### config.mk
export PLATFORM = sky130hd
export DESIGN_NAME = solar_charge_current_stepper_flat
export DESIGN_NICKNAME = d
export VERILOG_FILES = /design/src/hdl/scs_pkg.sv /design/src/hdl/scs_in_if.sv /design/src/hdl/scs_out_if.sv /design/src/hdl/scs_window_mem.sv /design/src/hdl/scs_cfg_regs.sv /design/src/hdl/solar_charge_current_stepper.sv /design/src/flat_wrapper.sv
export SDC_FILE = /design/constraint.sdc
export NUM_CORES = 1
export LEC_CHECK = 0
export ABC_AREA = 1
export BUFFER_PORTS_ARGS = -buffer_cell sky130_fd_sc_hd__buf_4
export CAP_MARGIN = 20
export CORE_UTILIZATION = 60
export DETAILED_ROUTE_END_ITERATION = 8
export HOLD_SLACK_MARGIN = 0.08
export PLACE_DENSITY = 0.8
export SLEW_MARGIN = 20
export SYNTH_ARGS = -nofsm -noshare
export SYNTH_HDL_FRONTEND = slang
export SYNTH_SLANG_ARGS = --single-unit
### constraint.sdc
create_clock -name clk -period 5.8 [get_ports clk]
set_input_delay 1.16 -clock clk [delete_from_list [all_inputs] [get_ports clk]]
set_output_delay 1.16 -clock clk [all_outputs]
set_load 0.05 [all_outputs]
### src/hdl/scs_pkg.sv
// ----------------------------------------------------------------------------
// scs_pkg
// Shared types and constants for the solar charge current stepper: register
// map, configuration struct, reset values and field widths.
// ----------------------------------------------------------------------------
package scs_pkg;

  // Field widths
  localparam int VOLT_W     = 16;
  localparam int CUR_W      = 16;
  localparam int SP_W       = 16;
  localparam int BAT_W      = 15;

  // Ring depth default
  localparam int DEFAULT_WINDOW = 5;

  // Configuration port
  localparam int CFG_DATA_W = 32;
  localparam int PADDR_W    = 5;
  localparam int REG_IDX_W  = PADDR_W - 2;

  typedef enum logic [REG_IDX_W-1:0] {
    REG_TARGET_V = 3'd0,
    REG_STEP     = 3'd1,
    REG_STAB     = 3'd2,
    REG_BAND_LO  = 3'd3,
    REG_BAND_HI  = 3'd4,
    REG_BAT_MIN  = 3'd5
  } reg_idx_t;

  typedef struct packed {
    logic [VOLT_W-1:0] target_voltage_mv;
    logic [SP_W-1:0]   step_size_ma;
    logic [SP_W-1:0]   stability_threshold_ma;
    logic [VOLT_W-1:0] band_low_mv;
    logic [VOLT_W-1:0] band_high_mv;
    logic [BAT_W-1:0]  battery_min_current_ma;
  } cfg_t;

  // Reset values
  localparam logic [VOLT_W-1:0] RST_TARGET_V = 16'd5250;
  localparam logic [SP_W-1:0]   RST_STEP     = 16'd5;
  localparam logic [SP_W-1:0]   RST_STAB     = 16'd200;
  localparam logic [VOLT_W-1:0] RST_BAND_LO  = 16'd5000;
  localparam logic [VOLT_W-1:0] RST_BAND_HI  = 16'd5500;
  localparam logic [BAT_W-1:0]  RST_BAT_MIN  = 15'd60;

endpackage

### src/hdl/scs_in_if.sv
// ----------------------------------------------------------------------------
// scs_in_if
// Sample channel: panel voltage and signed panel current, valid/ready.
// ----------------------------------------------------------------------------
interface scs_in_if;
  logic                              valid;
  logic                              ready;
  logic        [scs_pkg::VOLT_W-1:0] panel_voltage_mv;
  logic signed [scs_pkg::CUR_W-1:0]  panel_current_ma;

  modport source (output valid, output panel_voltage_mv, output panel_current_ma,
                  input ready);
  modport sink   (input valid, input panel_voltage_mv, input panel_current_ma,
                  output ready);
endinterface

### src/hdl/scs_out_if.sv
// ----------------------------------------------------------------------------
// scs_out_if
// Result channel: charge current setpoint and hold flag, valid/ready.
// ----------------------------------------------------------------------------
interface scs_out_if;
  logic                       valid;
  logic                       ready;
  logic [scs_pkg::SP_W-1:0]   setpoint_ma;
  logic                       holding;

  modport source (output valid, output setpoint_ma, output holding, input ready);
  modport sink   (input valid, input setpoint_ma, input holding, output ready);
endinterface

### src/hdl/scs_window_mem.sv
// ----------------------------------------------------------------------------
// scs_window_mem
// Ring of recent panel currents: one write port, one read port, registered
// read data.
// ----------------------------------------------------------------------------
module scs_window_mem #(
  parameter int DEPTH = scs_pkg::DEFAULT_WINDOW,
  parameter int AW    = $clog2(scs_pkg::DEFAULT_WINDOW)
) (
  input  logic                             clk,
  input  logic                             wr_en,
  input  logic        [AW-1:0]             wr_addr,
  input  logic signed [scs_pkg::CUR_W-1:0] wr_data,
  input  logic                             rd_en,
  input  logic        [AW-1:0]             rd_addr,
  output logic signed [scs_pkg::CUR_W-1:0] rd_data
);
  import scs_pkg::*;

  logic signed [CUR_W-1:0] mem [DEPTH];

  // Write the incoming sample
  always_ff @(posedge clk) begin
    if (wr_en) begin
      mem[wr_addr] <= wr_data;
    end
  end

  // Register read data
  always_ff @(posedge clk) begin
    if (rd_en) begin
      rd_data <= mem[rd_addr];
    end
  end

endmodule

### src/hdl/scs_cfg_regs.sv
// ----------------------------------------------------------------------------
// scs_cfg_regs
// APB-style register file holding the regulation thresholds and step size.
// ----------------------------------------------------------------------------
module scs_cfg_regs (
  input  logic                               clk,
  input  logic                               rst_n,
  input  logic                               psel,
  input  logic                               penable,
  input  logic                               pwrite,
  input  logic [scs_pkg::PADDR_W-1:0]        paddr,
  input  logic [scs_pkg::CFG_DATA_W-1:0]     pwdata,
  output logic [scs_pkg::CFG_DATA_W-1:0]     prdata,
  output logic                               pready,
  output scs_pkg::cfg_t                      cfg
);
  import scs_pkg::*;

  cfg_t     cfg_r;
  reg_idx_t idx;
  logic     wr_en;

  assign pready = 1'b1;
  assign idx    = reg_idx_t'(paddr[PADDR_W-1:2]);
  assign wr_en  = psel && penable && pwrite && pready;
  assign cfg    = cfg_r;

  // Write registers on the access phase
  always_ff @(posedge clk) begin
    if (!rst_n) begin
      cfg_r.target_voltage_mv      <= RST_TARGET_V;
      cfg_r.step_size_ma           <= RST_STEP;
      cfg_r.stability_threshold_ma <= RST_STAB;
      cfg_r.band_low_mv            <= RST_BAND_LO;
      cfg_r.band_high_mv           <= RST_BAND_HI;
      cfg_r.battery_min_current_ma <= RST_BAT_MIN;
    end else if (wr_en) begin
      unique case (idx)
        REG_TARGET_V: cfg_r.target_voltage_mv      <= pwdata[VOLT_W-1:0];
        REG_STEP:     cfg_r.step_size_ma           <= pwdata[SP_W-1:0];
        REG_STAB:     cfg_r.stability_threshold_ma <= pwdata[SP_W-1:0];
        REG_BAND_LO:  cfg_r.band_low_mv            <= pwdata[VOLT_W-1:0];
        REG_BAND_HI:  cfg_r.band_high_mv           <= pwdata[VOLT_W-1:0];
        REG_BAT_MIN:  cfg_r.battery_min_current_ma <= pwdata[BAT_W-1:0];
        default: ;
      endcase
    end
  end

  // Read mux, zero-extended
  always_comb begin
    unique case (idx)
      REG_TARGET_V: prdata = CFG_DATA_W'(cfg_r.target_voltage_mv);
      REG_STEP:     prdata = CFG_DATA_W'(cfg_r.step_size_ma);
      REG_STAB:     prdata = CFG_DATA_W'(cfg_r.stability_threshold_ma);
      REG_BAND_LO:  prdata = CFG_DATA_W'(cfg_r.band_low_mv);
      REG_BAND_HI:  prdata = CFG_DATA_W'(cfg_r.band_high_mv);
      REG_BAT_MIN:  prdata = CFG_DATA_W'(cfg_r.battery_min_current_ma);
      default:      prdata = '0;
    endcase
  end

endmodule

### src/hdl/solar_charge_current_stepper.sv
// ----------------------------------------------------------------------------
// solar_charge_current_stepper
// Steps a charge current setpoint from panel voltage/current samples, using
// the spread and maximum of a ring of recent currents held in a memory.
//
//   channel  | direction | handshake         | payload
//   in_ch    | in        | valid/ready       | panel_voltage_mv, panel_current_ma
//   out_ch   | out       | valid/ready       | setpoint_ma, holding
//   apb      | in        | psel/penable/pwrite, pready=1 | paddr, pwdata, prdata
//
// One sample at a time. With the ring not yet full a sample goes through accept
// and update. With the ring full it goes through accept, a read of every ring
// entry through the single read port of the ring memory, fold of the last
// entry, evaluate and update.
// Reset is synchronous; the ring memory is not cleared, it is read only once
// every entry has been written. A stalled output holds the update step until
// the result register frees; a new sample is taken while a result waits.
// ----------------------------------------------------------------------------
module solar_charge_current_stepper #(
  parameter int WINDOW = scs_pkg::DEFAULT_WINDOW
) (
  input  logic                           clk,
  input  logic                           rst_n,
  scs_in_if.sink                         in_ch,
  scs_out_if.source                      out_ch,
  input  logic                           psel,
  input  logic                           penable,
  input  logic                           pwrite,
  input  logic [scs_pkg::PADDR_W-1:0]    paddr,
  input  logic [scs_pkg::CFG_DATA_W-1:0] pwdata,
  output logic [scs_pkg::CFG_DATA_W-1:0] prdata,
  output logic                           pready
);
  import scs_pkg::*;

  localparam int AW = $clog2(WINDOW);
  localparam int FW = $clog2(WINDOW + 1);
  localparam logic [AW-1:0] LAST_ADDR = AW'(WINDOW - 1);
  localparam logic [FW-1:0] FULL      = FW'(WINDOW);
  localparam logic [FW-1:0] MIN_FILL  = FW'(2);

  typedef enum logic [2:0] {S_IDLE, S_SCAN, S_LAST, S_EVAL, S_UPD} state_t;
  typedef enum logic [1:0] {ACT_KEEP, ACT_DOWN, ACT_REG} act_t;

  cfg_t cfg;

  state_t                  state_r;
  act_t                    act_r;
  logic [AW-1:0]           wpos_r, wpos_inc;
  logic [FW-1:0]           fill_r, fill_inc;
  logic [AW-1:0]           scan_r;
  logic                    hold_r, hold_nxt;
  logic [SP_W-1:0]         sp_r, sp_nxt, sp_up, sp_dn;
  logic [SP_W:0]           up_sum;
  logic signed [CUR_W-1:0] mx_r, mn_r, mx_fold, mn_fold, rd_data;
  logic signed [CUR_W:0]   spread;
  logic                    in_band_r, above_r, bat_ok, stable;
  logic                    out_valid_r, out_hold_r, out_free, accept;
  logic [SP_W-1:0]         out_sp_r;

  scs_cfg_regs u_cfg (
    .clk     (clk),
    .rst_n   (rst_n),
    .psel    (psel),
    .penable (penable),
    .pwrite  (pwrite),
    .paddr   (paddr),
    .pwdata  (pwdata),
    .prdata  (prdata),
    .pready  (pready),
    .cfg     (cfg)
  );

  // Writes happen only on accept (idle) and reads only while scanning, so
  // the two ports never touch the ring in the same cycle.
  scs_window_mem #(.DEPTH(WINDOW), .AW(AW)) u_mem (
    .clk     (clk),
    .wr_en   (accept),
    .wr_addr (wpos_r),
    .wr_data (in_ch.panel_current_ma),
    .rd_en   (state_r == S_SCAN),
    .rd_addr (scan_r),
    .rd_data (rd_data)
  );

  // Handshake
  assign in_ch.ready        = (state_r == S_IDLE);
  assign accept             = in_ch.valid && in_ch.ready;
  assign out_free           = !out_valid_r || out_ch.ready;
  assign out_ch.valid       = out_valid_r;
  assign out_ch.setpoint_ma = out_sp_r;
  assign out_ch.holding     = out_hold_r;

  // Ring pointer and fill count advance
  assign wpos_inc = (wpos_r == LAST_ADDR) ? '0 : wpos_r + 1'b1;
  assign fill_inc = (fill_r == FULL) ? fill_r : fill_r + 1'b1;

  // Fold read data into running max/min
  assign mx_fold = (rd_data > mx_r) ? rd_data : mx_r;
  assign mn_fold = (rd_data < mn_r) ? rd_data : mn_r;

  // Evaluate window: battery present and spread within threshold
  assign bat_ok = mx_r >= $signed({1'b0, cfg.battery_min_current_ma});
  assign spread = {mx_r[CUR_W-1], mx_r} - {mn_r[CUR_W-1], mn_r};
  assign stable = $unsigned(spread) <= {1'b0, cfg.stability_threshold_ma};

  // Saturating step up, clamped step down
  assign up_sum = {1'b0, sp_r} + {1'b0, cfg.step_size_ma};
  assign sp_up  = up_sum[SP_W] ? '1 : up_sum[SP_W-1:0];
  assign sp_dn  = (sp_r > cfg.step_size_ma) ? sp_r - cfg.step_size_ma : '0;

  // Next setpoint and hold flag
  always_comb begin
    sp_nxt   = sp_r;
    hold_nxt = hold_r;
    unique case (act_r)
      ACT_KEEP: ;
      ACT_DOWN: sp_nxt = sp_dn;
      ACT_REG: begin
        hold_nxt = in_band_r;
        if (!(hold_r && in_band_r)) begin
          sp_nxt = above_r ? sp_up : sp_dn;
        end
      end
      default: ;
    endcase
  end

  // Sequencer, state and result register
  always_ff @(posedge clk) begin
    if (!rst_n) begin
      state_r     <= S_IDLE;
      act_r       <= ACT_KEEP;
      wpos_r      <= '0;
      fill_r      <= '0;
      scan_r      <= '0;
      hold_r      <= 1'b0;
      sp_r        <= '0;
      out_valid_r <= 1'b0;
    end else begin
      // Raise the result on an update, drop it once taken
      if ((state_r == S_UPD) && out_free) begin
        out_valid_r <= 1'b1;
      end else if (out_ch.ready) begin
        out_valid_r <= 1'b0;
      end
      unique case (state_r)
        S_IDLE: begin
          if (accept) begin
            wpos_r    <= wpos_inc;
            fill_r    <= fill_inc;
            scan_r    <= '0;
            in_band_r <= (in_ch.panel_voltage_mv >= cfg.band_low_mv) &&
                         (in_ch.panel_voltage_mv <= cfg.band_high_mv);
            above_r   <= in_ch.panel_voltage_mv > cfg.target_voltage_mv;
            if (fill_inc == FULL) begin
              state_r <= S_SCAN;
            end else begin
              act_r   <= (fill_inc < MIN_FILL) ? ACT_KEEP : ACT_DOWN;
              state_r <= S_UPD;
            end
          end
        end
        S_SCAN: begin
          scan_r <= scan_r + 1'b1;
          if (scan_r == AW'(1)) begin
            mx_r <= rd_data;
            mn_r <= rd_data;
          end else if (scan_r != '0) begin
            mx_r <= mx_fold;
            mn_r <= mn_fold;
          end
          if (scan_r == LAST_ADDR) begin
            state_r <= S_LAST;
          end
        end
        S_LAST: begin
          mx_r    <= mx_fold;
          mn_r    <= mn_fold;
          state_r <= S_EVAL;
        end
        S_EVAL: begin
          act_r   <= !bat_ok ? ACT_KEEP : (stable ? ACT_REG : ACT_DOWN);
          state_r <= S_UPD;
        end
        S_UPD: begin
          if (out_free) begin
            sp_r        <= sp_nxt;
            hold_r      <= hold_nxt;
            out_sp_r    <= sp_nxt;
            out_hold_r  <= hold_nxt;
            state_r     <= S_IDLE;
          end
        end
        default: state_r <= S_IDLE;
      endcase
    end
  end

  // Scan only runs over a fully written ring
  a_scan_full: assert property (@(posedge clk) disable iff (!rst_n)
    (state_r == S_SCAN) |-> (fill_r == FULL))
    else $error("window scan started before ring was full");

  // Setpoint changes only in the update step
  a_sp_update_only: assert property (@(posedge clk) disable iff (!rst_n)
    (state_r != S_UPD) |=> $stable(sp_r))
    else $error("setpoint changed outside update step");

  // A new result comes only from the update step
  a_result_src: assert property (@(posedge clk) disable iff (!rst_n)
    $rose(out_valid_r) |-> $past(state_r == S_UPD))
    else $error("result raised outside update step");

  // An accepted sample leaves the idle state
  a_accept_busy: assert property (@(posedge clk) disable iff (!rst_n)
    accept |=> (state_r != S_IDLE))
    else $error("sequencer stayed idle after accepting a sample");

endmodule

### src/flat_wrapper.sv
// flat-port wrapper written by rule: the top's interface ports become plain ports
module solar_charge_current_stepper_flat import scs_pkg::*;
#(
  parameter int WINDOW = scs_pkg::DEFAULT_WINDOW
)
  (clk, rst_n, psel, penable, pwrite, paddr, pwdata, prdata, pready, in_ch_valid, in_ch_panel_voltage_mv, in_ch_panel_current_ma, in_ch_ready, out_ch_valid, out_ch_setpoint_ma, out_ch_holding, out_ch_ready);
  scs_in_if in_ch_i ();
  scs_out_if out_ch_i ();
  input  logic clk;
  input  logic rst_n;
  input  logic psel;
  input  logic penable;
  input  logic pwrite;
  input  logic [scs_pkg::PADDR_W-1:0] paddr;
  input  logic [scs_pkg::CFG_DATA_W-1:0] pwdata;
  output logic [scs_pkg::CFG_DATA_W-1:0] prdata;
  output logic pready;
  input wire logic [$bits(in_ch_i.valid)-1:0] in_ch_valid;
  input wire logic [$bits(in_ch_i.panel_voltage_mv)-1:0] in_ch_panel_voltage_mv;
  input wire logic [$bits(in_ch_i.panel_current_ma)-1:0] in_ch_panel_current_ma;
  output wire logic [$bits(in_ch_i.ready)-1:0] in_ch_ready;
  output wire logic [$bits(out_ch_i.valid)-1:0] out_ch_valid;
  output wire logic [$bits(out_ch_i.setpoint_ma)-1:0] out_ch_setpoint_ma;
  output wire logic [$bits(out_ch_i.holding)-1:0] out_ch_holding;
  input wire logic [$bits(out_ch_i.ready)-1:0] out_ch_ready;
  assign in_ch_i.valid = in_ch_valid;
  assign in_ch_i.panel_voltage_mv = in_ch_panel_voltage_mv;
  assign in_ch_i.panel_current_ma = in_ch_panel_current_ma;
  assign in_ch_ready = in_ch_i.ready;
  assign out_ch_valid = out_ch_i.valid;
  assign out_ch_setpoint_ma = out_ch_i.setpoint_ma;
  assign out_ch_holding = out_ch_i.holding;
  assign out_ch_i.ready = out_ch_ready;
  solar_charge_current_stepper #(.WINDOW(WINDOW)) u_core (.clk(clk), .rst_n(rst_n), .in_ch(in_ch_i), .out_ch(out_ch_i), .psel(psel), .penable(penable), .pwrite(pwrite), .paddr(paddr), .pwdata(pwdata), .prdata(prdata), .pready(pready));
endmodule
After elaboration in Yosys (flattened, before gate mapping)
Memories as Yosys holds them, arrays and structs flattened. A register that Yosys moved wholly into a read port is not among the register bits.
Cells that the tools add are included.
- register bits: 178
- bits in latches: 0
- memory bits (writable): 80
- memory bits (read-only): 0
- bits of input ports: 76
- output and inout bits: 52
- word-level logic and storage cells: 120
- memories kept: 1
- add/sub/neg operators: 6
- multipliers: 0
- divide/modulo/power cells: 0
- order comparisons: 9
- equality and inequality tests: 21
- shift-type cells: 0
- muxes and demuxes: 34
- bitwise operators: 0
- reduce and logical (&&, ||, !) cells: 29
- memories (name ; depth ; bits a word ; read ports ; clocked after Yosys merged registers in ; wr ports ; RTL line ; RTL):
    u_core.u_mem.mem ; 5 ; 16 ; 1 ; 1 ; 1 ; scs_window_mem.sv:20 ; logic signed [CUR_W-1:0] mem [DEPTH];
- operators by type and width (cell ; count):
    16-bit 2-to-1 mux ; 10
    16-bit case mux with 2 select lines ; 3
    16-bit case mux with 6 select lines ; 1
    16-bit greater-than comparator ; 3
    16-bit >= comparator ; 2
    3-bit == test, second input constant ; 7
    3-bit 2-to-1 mux ; 7
    2-bit AND reduction ; 9
    16-bit by 16-bit adder with 17-bit output ; 1
    17-bit by 16-bit less-or-equal comparator with 1-bit output ; 1
    16-bit by 16-bit subtractor with 17-bit output ; 1
    16-bit less-or-equal comparator ; 1
    16-bit < comparator ; 1
    16-bit subtractor ; 1
    3-bit case mux with 5 select lines ; 1
    3-bit AND reduction ; 5
    3-bit by 2-bit == test with 1-bit output, second input constant ; 4
    3-bit by 1-bit adder with 3-bit output, second input constant ; 3
    3-bit by 1-bit == test with 1-bit output, second input constant ; 3
    2-bit 2-to-1 mux ; 4
    2-bit nonzero test ; 4
    1-bit logical AND ; 6
    3-bit zero test ; 2
    1-bit 2-to-1 mux ; 6
    other kinds (11) ; 13

Depth between registers and ports, before layout
Gate-level depths: netlist (run 1).
- word-level depth: 7
- gate-level depth with buffers: 24
- gate-level depth less buffers: 24

By module
From an unflattened synthesis (run 1), not the netlist that was laid out.
- cells, all modules: 2565
- area, all modules: 18620.4 µm²
- modules (own cells, without submodules) (module ; times used ; cells each ; area an instance (µm²) ; sequential area each (µm²)):
    solar_charge_current_stepper ; 1 ; 1454 ; 9715.6 ; 2172.1
    scs_cfg_regs ; 1 ; 764 ; 4939.7 ; 1901.8
    scs_window_mem ; 1 ; 347 ; 3965.1 ; 2882.8

Least setup slack after synthesis (run 1)
Ideal clock, no wire load.
- kind: register to register
- start point: reg u_core.state_r[0]
- end point: reg u_core.mn_r[0] (enable)
- library setup time: 0.461 ns
- arrival: 4.373 ns
- required time: 5.339 ns
- setup slack: 0.966 ns
- stages on the path, launching flop included: 7
- path buffers: 0
- clock period less this slack: 4.834 ns
- cells stage by stage: dfxtp_1 inv_1 nor3_1 inv_1 nand2_1 inv_1 nor3_1
- cells in the longest elaborated chain, start to end: 3
- elaborated cells on any way between the ends: 5
- those cells by class: eq/ne: 3; reduce/logical: 2
- RTL lines (item ; RTL line ; RTL):
    start, declared ; solar_charge_current_stepper.sv:47 ; state_t state_r;
    start signal, assigned ; solar_charge_current_stepper.sv:132 ; state_r <= S_IDLE;
    start signal, assigned ; solar_charge_current_stepper.sv:157 ; state_r <= S_SCAN;
    start signal, assigned ; solar_charge_current_stepper.sv:160 ; state_r <= S_UPD;
    3-bit by 1-bit == test with 1-bit output or 3-bit by 2-bit == test with 1-bit output (tied branches) ; solar_charge_current_stepper.sv:147 ; unique case (state_r)
    3-bit by 1-bit != test with 1-bit output (no line) or 2-bit nonzero test (tied branches) ; n/a ;
    3-bit AND reduction (no line) * ; n/a ;
    end signal, assigned ; solar_charge_current_stepper.sv:168 ; mn_r <= rd_data;
    end signal, assigned ; solar_charge_current_stepper.sv:171 ; mn_r <= mn_fold;
    end signal, assigned ; solar_charge_current_stepper.sv:179 ; mn_r <= mn_fold;
    end, declared ; solar_charge_current_stepper.sv:55 ; logic signed [CUR_W-1:0] mx_r, mn_r, mx_fold, mn_fold, rd_data;
Mark *: on every way between the ends. The rest lies on a longest branch, timed or not.
A chain may end at the register's enable or synchronous reset.

Worst setup path after layout (run 1)
- start point: in paddr[4] in the netlist's numbering
- end point: out prdata[14] in the netlist's numbering
- cells in the longest elaborated chain, start to end: 2
- elaborated cells on any way between the ends: 7
- those cells by class: eq/ne: 5; mux: 1; reduce/logical: 1
- RTL lines (item ; RTL line ; RTL):
    start, declared ; flat_wrapper.sv:14 ; input logic [scs_pkg::PADDR_W-1:0] paddr;
    3-bit == test, or another cell as far along ; scs_cfg_regs.sv:52 ; unique case (idx)
    16-bit case mux with 6 select lines * ; scs_cfg_regs.sv:52 ;
    end, declared ; flat_wrapper.sv:16 ; output logic [scs_pkg::CFG_DATA_W-1:0] prdata;
Marks and branches as above.

==> results of run 1 <==
==> worst max-delay path: stages <==
cell and delay (ns):
buf_4 0.15, inv_2 0.06, nand2_1 0.51, inv_1 0.20, nand2_1 0.09, o21ai_0 0.08
a221oi_1 0.21, o221ai_1 0.19, buf_4 0.23
==> area by class of cell <==
cell class	instances	share of cell area, %
inverters	313	6.213
clock inverters	25	1.482
repair buffers	105	4.169
clock buffers	31	3.990
well taps	378	2.501
multi-input cells	1460	44.86
flip-flops and latches	274	36.79
==> metrics by stage <==
| stage | worst slack [ns] | cell area, sq um | std cells | hold WS, ns | util, % |
|---|---|---|---|---|---|
| global route | 1.652 | 18910 | 2586 | 0.5105 | 68.06 |
| floorplan | 0.9655 | 17030 | 2137 | 0.4391 | - |
| detailed placement | 1.815 | 17870 | 2530 | 0.4665 | 64.32 |
| global placement | 1.834 | 17870 | 2530 | 0.4527 | 64.32 |
| CTS | 1.805 | 18900 | 2586 | 0.4757 | 68.05 |
| finish | 1.751 | 18910 | 2586 | 0.4728 | 68.06 |
==> worst paths after layout <==
kind,cells after the start,slack (ns),end,from
max,9,1.75,prdata[14],paddr[4]
min reg2reg,2,0.47,u_core.hold_r$_SDFFE_PN0P_,u_core.hold_r$_SDFFE_PN0P_
max reg2reg,23,2.11,u_core.act_r[0]$_SDFFE_PN0P_,u_core.mn_r[2]$_DFFE_PP_
min,2,0.47,u_core.hold_r$_SDFFE_PN0P_,u_core.hold_r$_SDFFE_PN0P_
==> flip-flops by register name (all words and copies together) (netlist names) <==
name and count:
u_core.state_r 3, u_core.u_mem.rd_data 16, u_core.mx_r 16, u_core.out_ch.holding 1, u_core.act_r 2, u_core.u_cfg.cfg 95, u_core.mn_r 16, u_core.u_mem.mem 80
u_core.hold_r 1, u_core.out_ch.setpoint_ma 16, u_core.fill_r 3, u_core.above_r 1, u_core.in_band_r 1, u_core.scan_r 3, u_core.sp_r 16, u_core.wpos_r 3
u_core.out_ch.valid 1
==> cells in the final DEF (no fill, tap or decap), types with 4 or more instances in the layout <==
master / n
a21oi_1: 199
a21oi_2: 8
a221oi_1: 15
a31oi_1: 18
buf_4: 105
bufinv_16: 4
clkbuf_16: 30
clkinv_1: 9
clkinv_4: 4
clkinvlp_4: 5
conb_1: 17
dfxtp_1: 127
edfxtp_1: 147
ha_1: 167
inv_1: 292
inv_2: 18
nand2_1: 387
nand2_2: 5
nand2_4: 4
nand3_1: 65
nand3_2: 4
nand3b_1: 5
nand4_1: 19
nor2_1: 185
nor3_1: 20
nor3_2: 6
nor3_4: 4
o211ai_1: 9
o21a_1: 4
o21ai_0: 189
o21ai_1: 28
o21ai_2: 4
o221ai_1: 18
o22ai_1: 14
xnor2_1: 5
xor2_1: 21
==> where the power goes <==
group          switching [mW]  internal, mW
Clock                   0.832          1.14
Combinational           0.832         0.382
Sequential             0.0579          2.15
==> routing by layer <==
layer / track usage, % / vias to the layer above / wire length [um]
li1: - / 7242 / -
met2: 56.99 / 522 / 22760
met1: 38.39 / 6991 / 18630
met5: 0 / - / 0
met4: 12.26 / 0 / 1649
met3: 3.000 / 100 / 2435
==> cell families after synthesis <==
| family | Yosys count | synth area share (%) |
|---|---|---|
| buf+inv | 403 | 9.613 |
| flops | 274 | 40.99 |
| compound gates | 526 | 17.29 |
| other cells | 2 | 0.04425 |
| fa+ha+maj | 170 | 12.66 |
| mux | 1 | 0.06634 |
| xor+xnor | 26 | 1.342 |
| simple gates | 720 | 17.99 |
==> flow_summary.ini, run 1 <==
[worst_setup_path]
critPathKind = in2out
worst_ep_arrival_time_ns = 2.89
timing.critical_path.from_type = input port
worstPathRequired_ns = 4.64
cp_max_fo = 15
cp-end-kind = primary output

[timing]
setup-violations-final = 0
drv_slew = 0
max_freq_mhz = 247.0
tightest_slew_ns = 1.033
hold_viol = 0
fin_setup_tns_ns = 0
period_minus_slack_ns = 4.049
worst_clock_skew_ns = 0.02855
rsz0062_at_grt = no
slew_headroom_pct = 31.07
finalCritPeriodShare_pct = 69.80

[clocking]
numCtsBuffers = 30
clkTransAtPathRegs_ns = 0.06
clock_latency_ns = 0.58
cts_sinks = 274
htreeDepth = 1
cts_root_buffer = clkbuf_16
clockBufferDepth = 3
cts_resized = 0
cts_hold_buf = 0
cts_setup_buffers = 0
cts_tree = built

[route]
vias = 14860
detail_route.vias_per_cell = 5.744
wirelength_um = 45480
dr.first_iter.drc_count = 1341
dr.pass1.iters = 8
wl_per_cell_um = 17.59
drc = 0
ant_nets = 0

[placed_design]
gp_congestion = 0.9601
port_buffers = 92
post-dp-hpwl_um = 34120

[layout]
regArea_sq_um = 6957
fill_cells = 2280
syn2layout_area_growth_pct = 11.41
antenna_cells = 0
drive_above_1_share_pct = 9.828
multi_input_area_sq_um = 8482
final_nets = 2430

[power_and_ir_drop]
irDropWorstVdd_mv = 0.2550
power.density_nw_per_um2 = 285.2
p_leak_nw = 8.595
power_mw = 5.392

[grt]
overflow = 0
grt_pass1_vias = 14120
track_usage_pct = 31.45
antenna_found_initial = 0
grt_pass1_wl_um = 71420
grt_max_degree = 87

[die]
die_area_sq_um = 28960
die-width_um = 170.2
initial_utilization_pct = 61.09
die_h_um = 170.2
io_pins = 128
core-area_sq_um = 27780
row_count = 61

[synth]
async_flop_share_pct = 0
yosysTopAreaCell = edfxtp_1
ys_seq_area_share_pct = 40.99
post_synth_num_cell_types = 54
syn_avg_cell_area_sq_um = 7.998
synth_flop_cell = edfxtp_1
netlist_top_cells_area = edfxtp_1 26%, dfxtp_1 15%, ha_1 12%, nand2_1 8.6%, inv_1 6.5%
synth_edf_count = 147
ys_ff_latch = 274
yosysWarnings = 0
yosys-top-cells-count = 387 x nand2_1, 292 x inv_1, 199 x a21oi_1
syn-instance-count = 2122
yosysMostFrequentCell = nand2_1
synthesis.area_sq_um = 16970
yosysTopAreaCellShare_pct = 26.01

[job]
drv_cap = 0

[outcome]
status = finished clean

[worst_hold_path]
min_path_type = reg2reg
(Power assumes the default switching activity.)
==> run 2: changes to the inputs <==
==> constraint.sdc (replaced) <==
create_clock -name clk -period 4 [get_ports clk]
set_input_delay 0.8 -clock clk [delete_from_list [all_inputs] [get_ports clk]]
set_output_delay 0.8 -clock clk [all_outputs]
set_load 0.05 [all_outputs]
==> run 2 against run 1 <==
- worst hold slack lost 0.034 ns
- combinational power rose by 49%
- design area increased by 0.30%
- clock power grew 42%
- via count shrank 0.18%
- highest routed layer unchanged
- sequential share of layout area down 0.11 points
- worst setup slack worse by 1.4 ns
- sequential power rose by 45%
- sequential cell count did not move
- cell count rose by 0.23%
==> flow_summary.ini, run 2 (synthesized netlist as in run 1, its figures left out) <==
[outcome]
status = finished clean

[worst_setup_path]
max_stage_delay_ns = 0.43
crit_family = simple AND/OR/NAND/NOR gates
slowest_stage = edfxtp_1
critPathMostFrequentCell = nand2_1
worstPathRequired_ns = 4.43
rrSetupSlack_ns = 0.36
cp_max_fo = 3
worst_ep_arrival_time_ns = 4.06
r2r-start = u_core.mn_r[0]$_DFFE_PP_
cp-startpoint = u_core.mn_r[0]$_DFFE_PP_
worstReg2RegEnd = u_core.act_r[1]$_SDFFE_PN0P_
endpoint = u_core.act_r[1]$_SDFFE_PN0P_
critPathKind = reg2reg
crit_chain = ha_1, fa_1, nand3b_1, nand2_1, nand4_1, nand3_1, nand3_1, o21bai_1, xor2_1, ha_1, nand2_1, nor3_1, nor3b_1, nand2_1, nand2_1, nand2_1, nand2_1, nand2_1, nand2_1, nand2_1, nand2_1, a21oi_1
path_buf_inv = 0
cp-end-kind = flop
path_depth = 22
r2r_cells = 22
timing.critical_path.from_type = flop

[placed_design]
placed_area_sq_um = 17930
port_buffers = 92
post-dp-hpwl_um = 34500
gp_congestion = 0.9830

[grt]
track_usage_pct = 31.45
grt_max_degree = 103
antenna_found_initial = 0
grt_pass1_wl_um = 70920
overflow = 0
grt_pass1_vias = 13440

[route]
wl_per_cell_um = 17.76
dr.first_iter.drc_count = 1274
detail_route.vias_per_cell = 5.721
drc = 0
dr.pass1.iters = 5
wirelength_um = 46030
vias = 14830
ant_nets = 0

[layout]
final_common_cell = nand2_1
final_nets = 2437
post-route-util_pct = 68.27
largest_reg_flops = 95
syn2layout_area_growth_pct = 11.74
drive_above_1_share_pct = 10.30
final_area_sq_um = 18970
final_cell_mix = 387 x nand2_1, 292 x inv_1, 199 x a21oi_1, 189 x o21ai_0, 185 x nor2_1
antenna_cells = 0

[timing]
slew_headroom_pct = 31.99
worst_clock_skew_ns = 0.01609
drv_slew = 0
max_freq_mhz = 275.0
hold_viol = 0
tightest_slew_ns = 1.019
period_minus_slack_ns = 3.636
rsz0062_at_grt = no
setup-violations-final = 0
finalCritPeriodShare_pct = 90.90
fin_setup_tns_ns = 0

[clocking]
cts_sinks = 274
htreeDepth = 1
cts_resized = 0
numCtsBuffers = 29
clock_latency_ns = 0.57
cts_setup_buffers = 0
clkTransAtPathRegs_ns = 0.07
cts_hold_buf = 0
cts_root_buffer = clkbuf_16
cts_tree = built
clockBufferDepth = 3

[die]
row_count = 61
core-area_sq_um = 27780
initial_utilization_pct = 61.09
die_area_sq_um = 28960
die_h_um = 170.2
io_pins = 128
die-width_um = 170.2

[power_and_ir_drop]
power.density_nw_per_um2 = 411.6
p_leak_nw = 8.662
irDropWorstVdd_mv = 0.4583

[job]
drv_cap = 0

[worst_hold_path]
min_path_type = in2reg
run 2: cell types whose count changed in the layout (fill, tap and decap cells not counted), moves of 2 or more:
cell        previous run  this run
clkbuf_8               0         7
bufinv_16              4         1
buf_4                105       112
clkinv_1               9         3
clkinv_4               4         0
clkinvlp_4             5         2
clkbuf_16             30        32
clkinv_2               2         7
inv_4                  0         2
run 2: where the power goes:
group / internal (mW) / switching, mW / leakage (nW)
registers: 3.12 / 0.0827 / 2.37
clock network: 1.65 / 1.15 / 0.511
logic: 0.562 / 1.24 / 5.78
total: 5.33 / 2.48 / 8.66
run 2: layout make-up:
cell class | count | area (sq um)
timing repair buffer | 113 | 855.8
inverter | 313 | 1175
clock inverter | 14 | 121.4
fill | 2325 | 8816
sequential | 274 | 6957
clock buffer | 40 | 900.9
tap | 378 | 473.0
multi-input combinational | 1460 | 8483
run 2: worst min path at each step:
stage	start	endpoint	slack [ns]	depth (start not counted)
CTS	in_ch_panel_current_ma[5]	u_core.u_mem.mem[4][5]$_DFFE_PP_	0.42	1
global placement	u_core.hold_r$_SDFFE_PN0P_	u_core.hold_r$_SDFFE_PN0P_	0.45	2
detailed placement	u_core.fill_r[0]$_SDFFE_PN0P_	u_core.fill_r[0]$_SDFFE_PN0P_	0.48	1
floorplan	u_core.hold_r$_SDFFE_PN0P_	u_core.hold_r$_SDFFE_PN0P_	0.44	2
finish	in_ch_panel_current_ma[5]	u_core.u_mem.mem[4][5]$_DFFE_PP_	0.44	1
global route	in_ch_panel_current_ma[5]	u_core.u_mem.mem[4][5]$_DFFE_PP_	0.43	1
run 2: routing by layer:
layer	global-route usage [%]	up-vias	routed length (um)
li1	-	7264	-
met1	41.84	6927	19840
met2	53.74	561	21700
met3	3.000	77	3119
met4	10.30	0	1374
met5	0	-	0
run 2: per-stage QoR:
step                      hold WS, ns  power, mW  worst slack, ns  instances
after floorplan                0.4391      4.540           0.1316       2137
final                          0.4391      7.806           0.3641       2592
after CTS                      0.4232      7.802           0.2971       2591
after detailed placement       0.4784      5.027           0.3214       2537
after global routing           0.4254      8.137         0.008190       2592
after global placement         0.4505      4.984           0.4386       2537
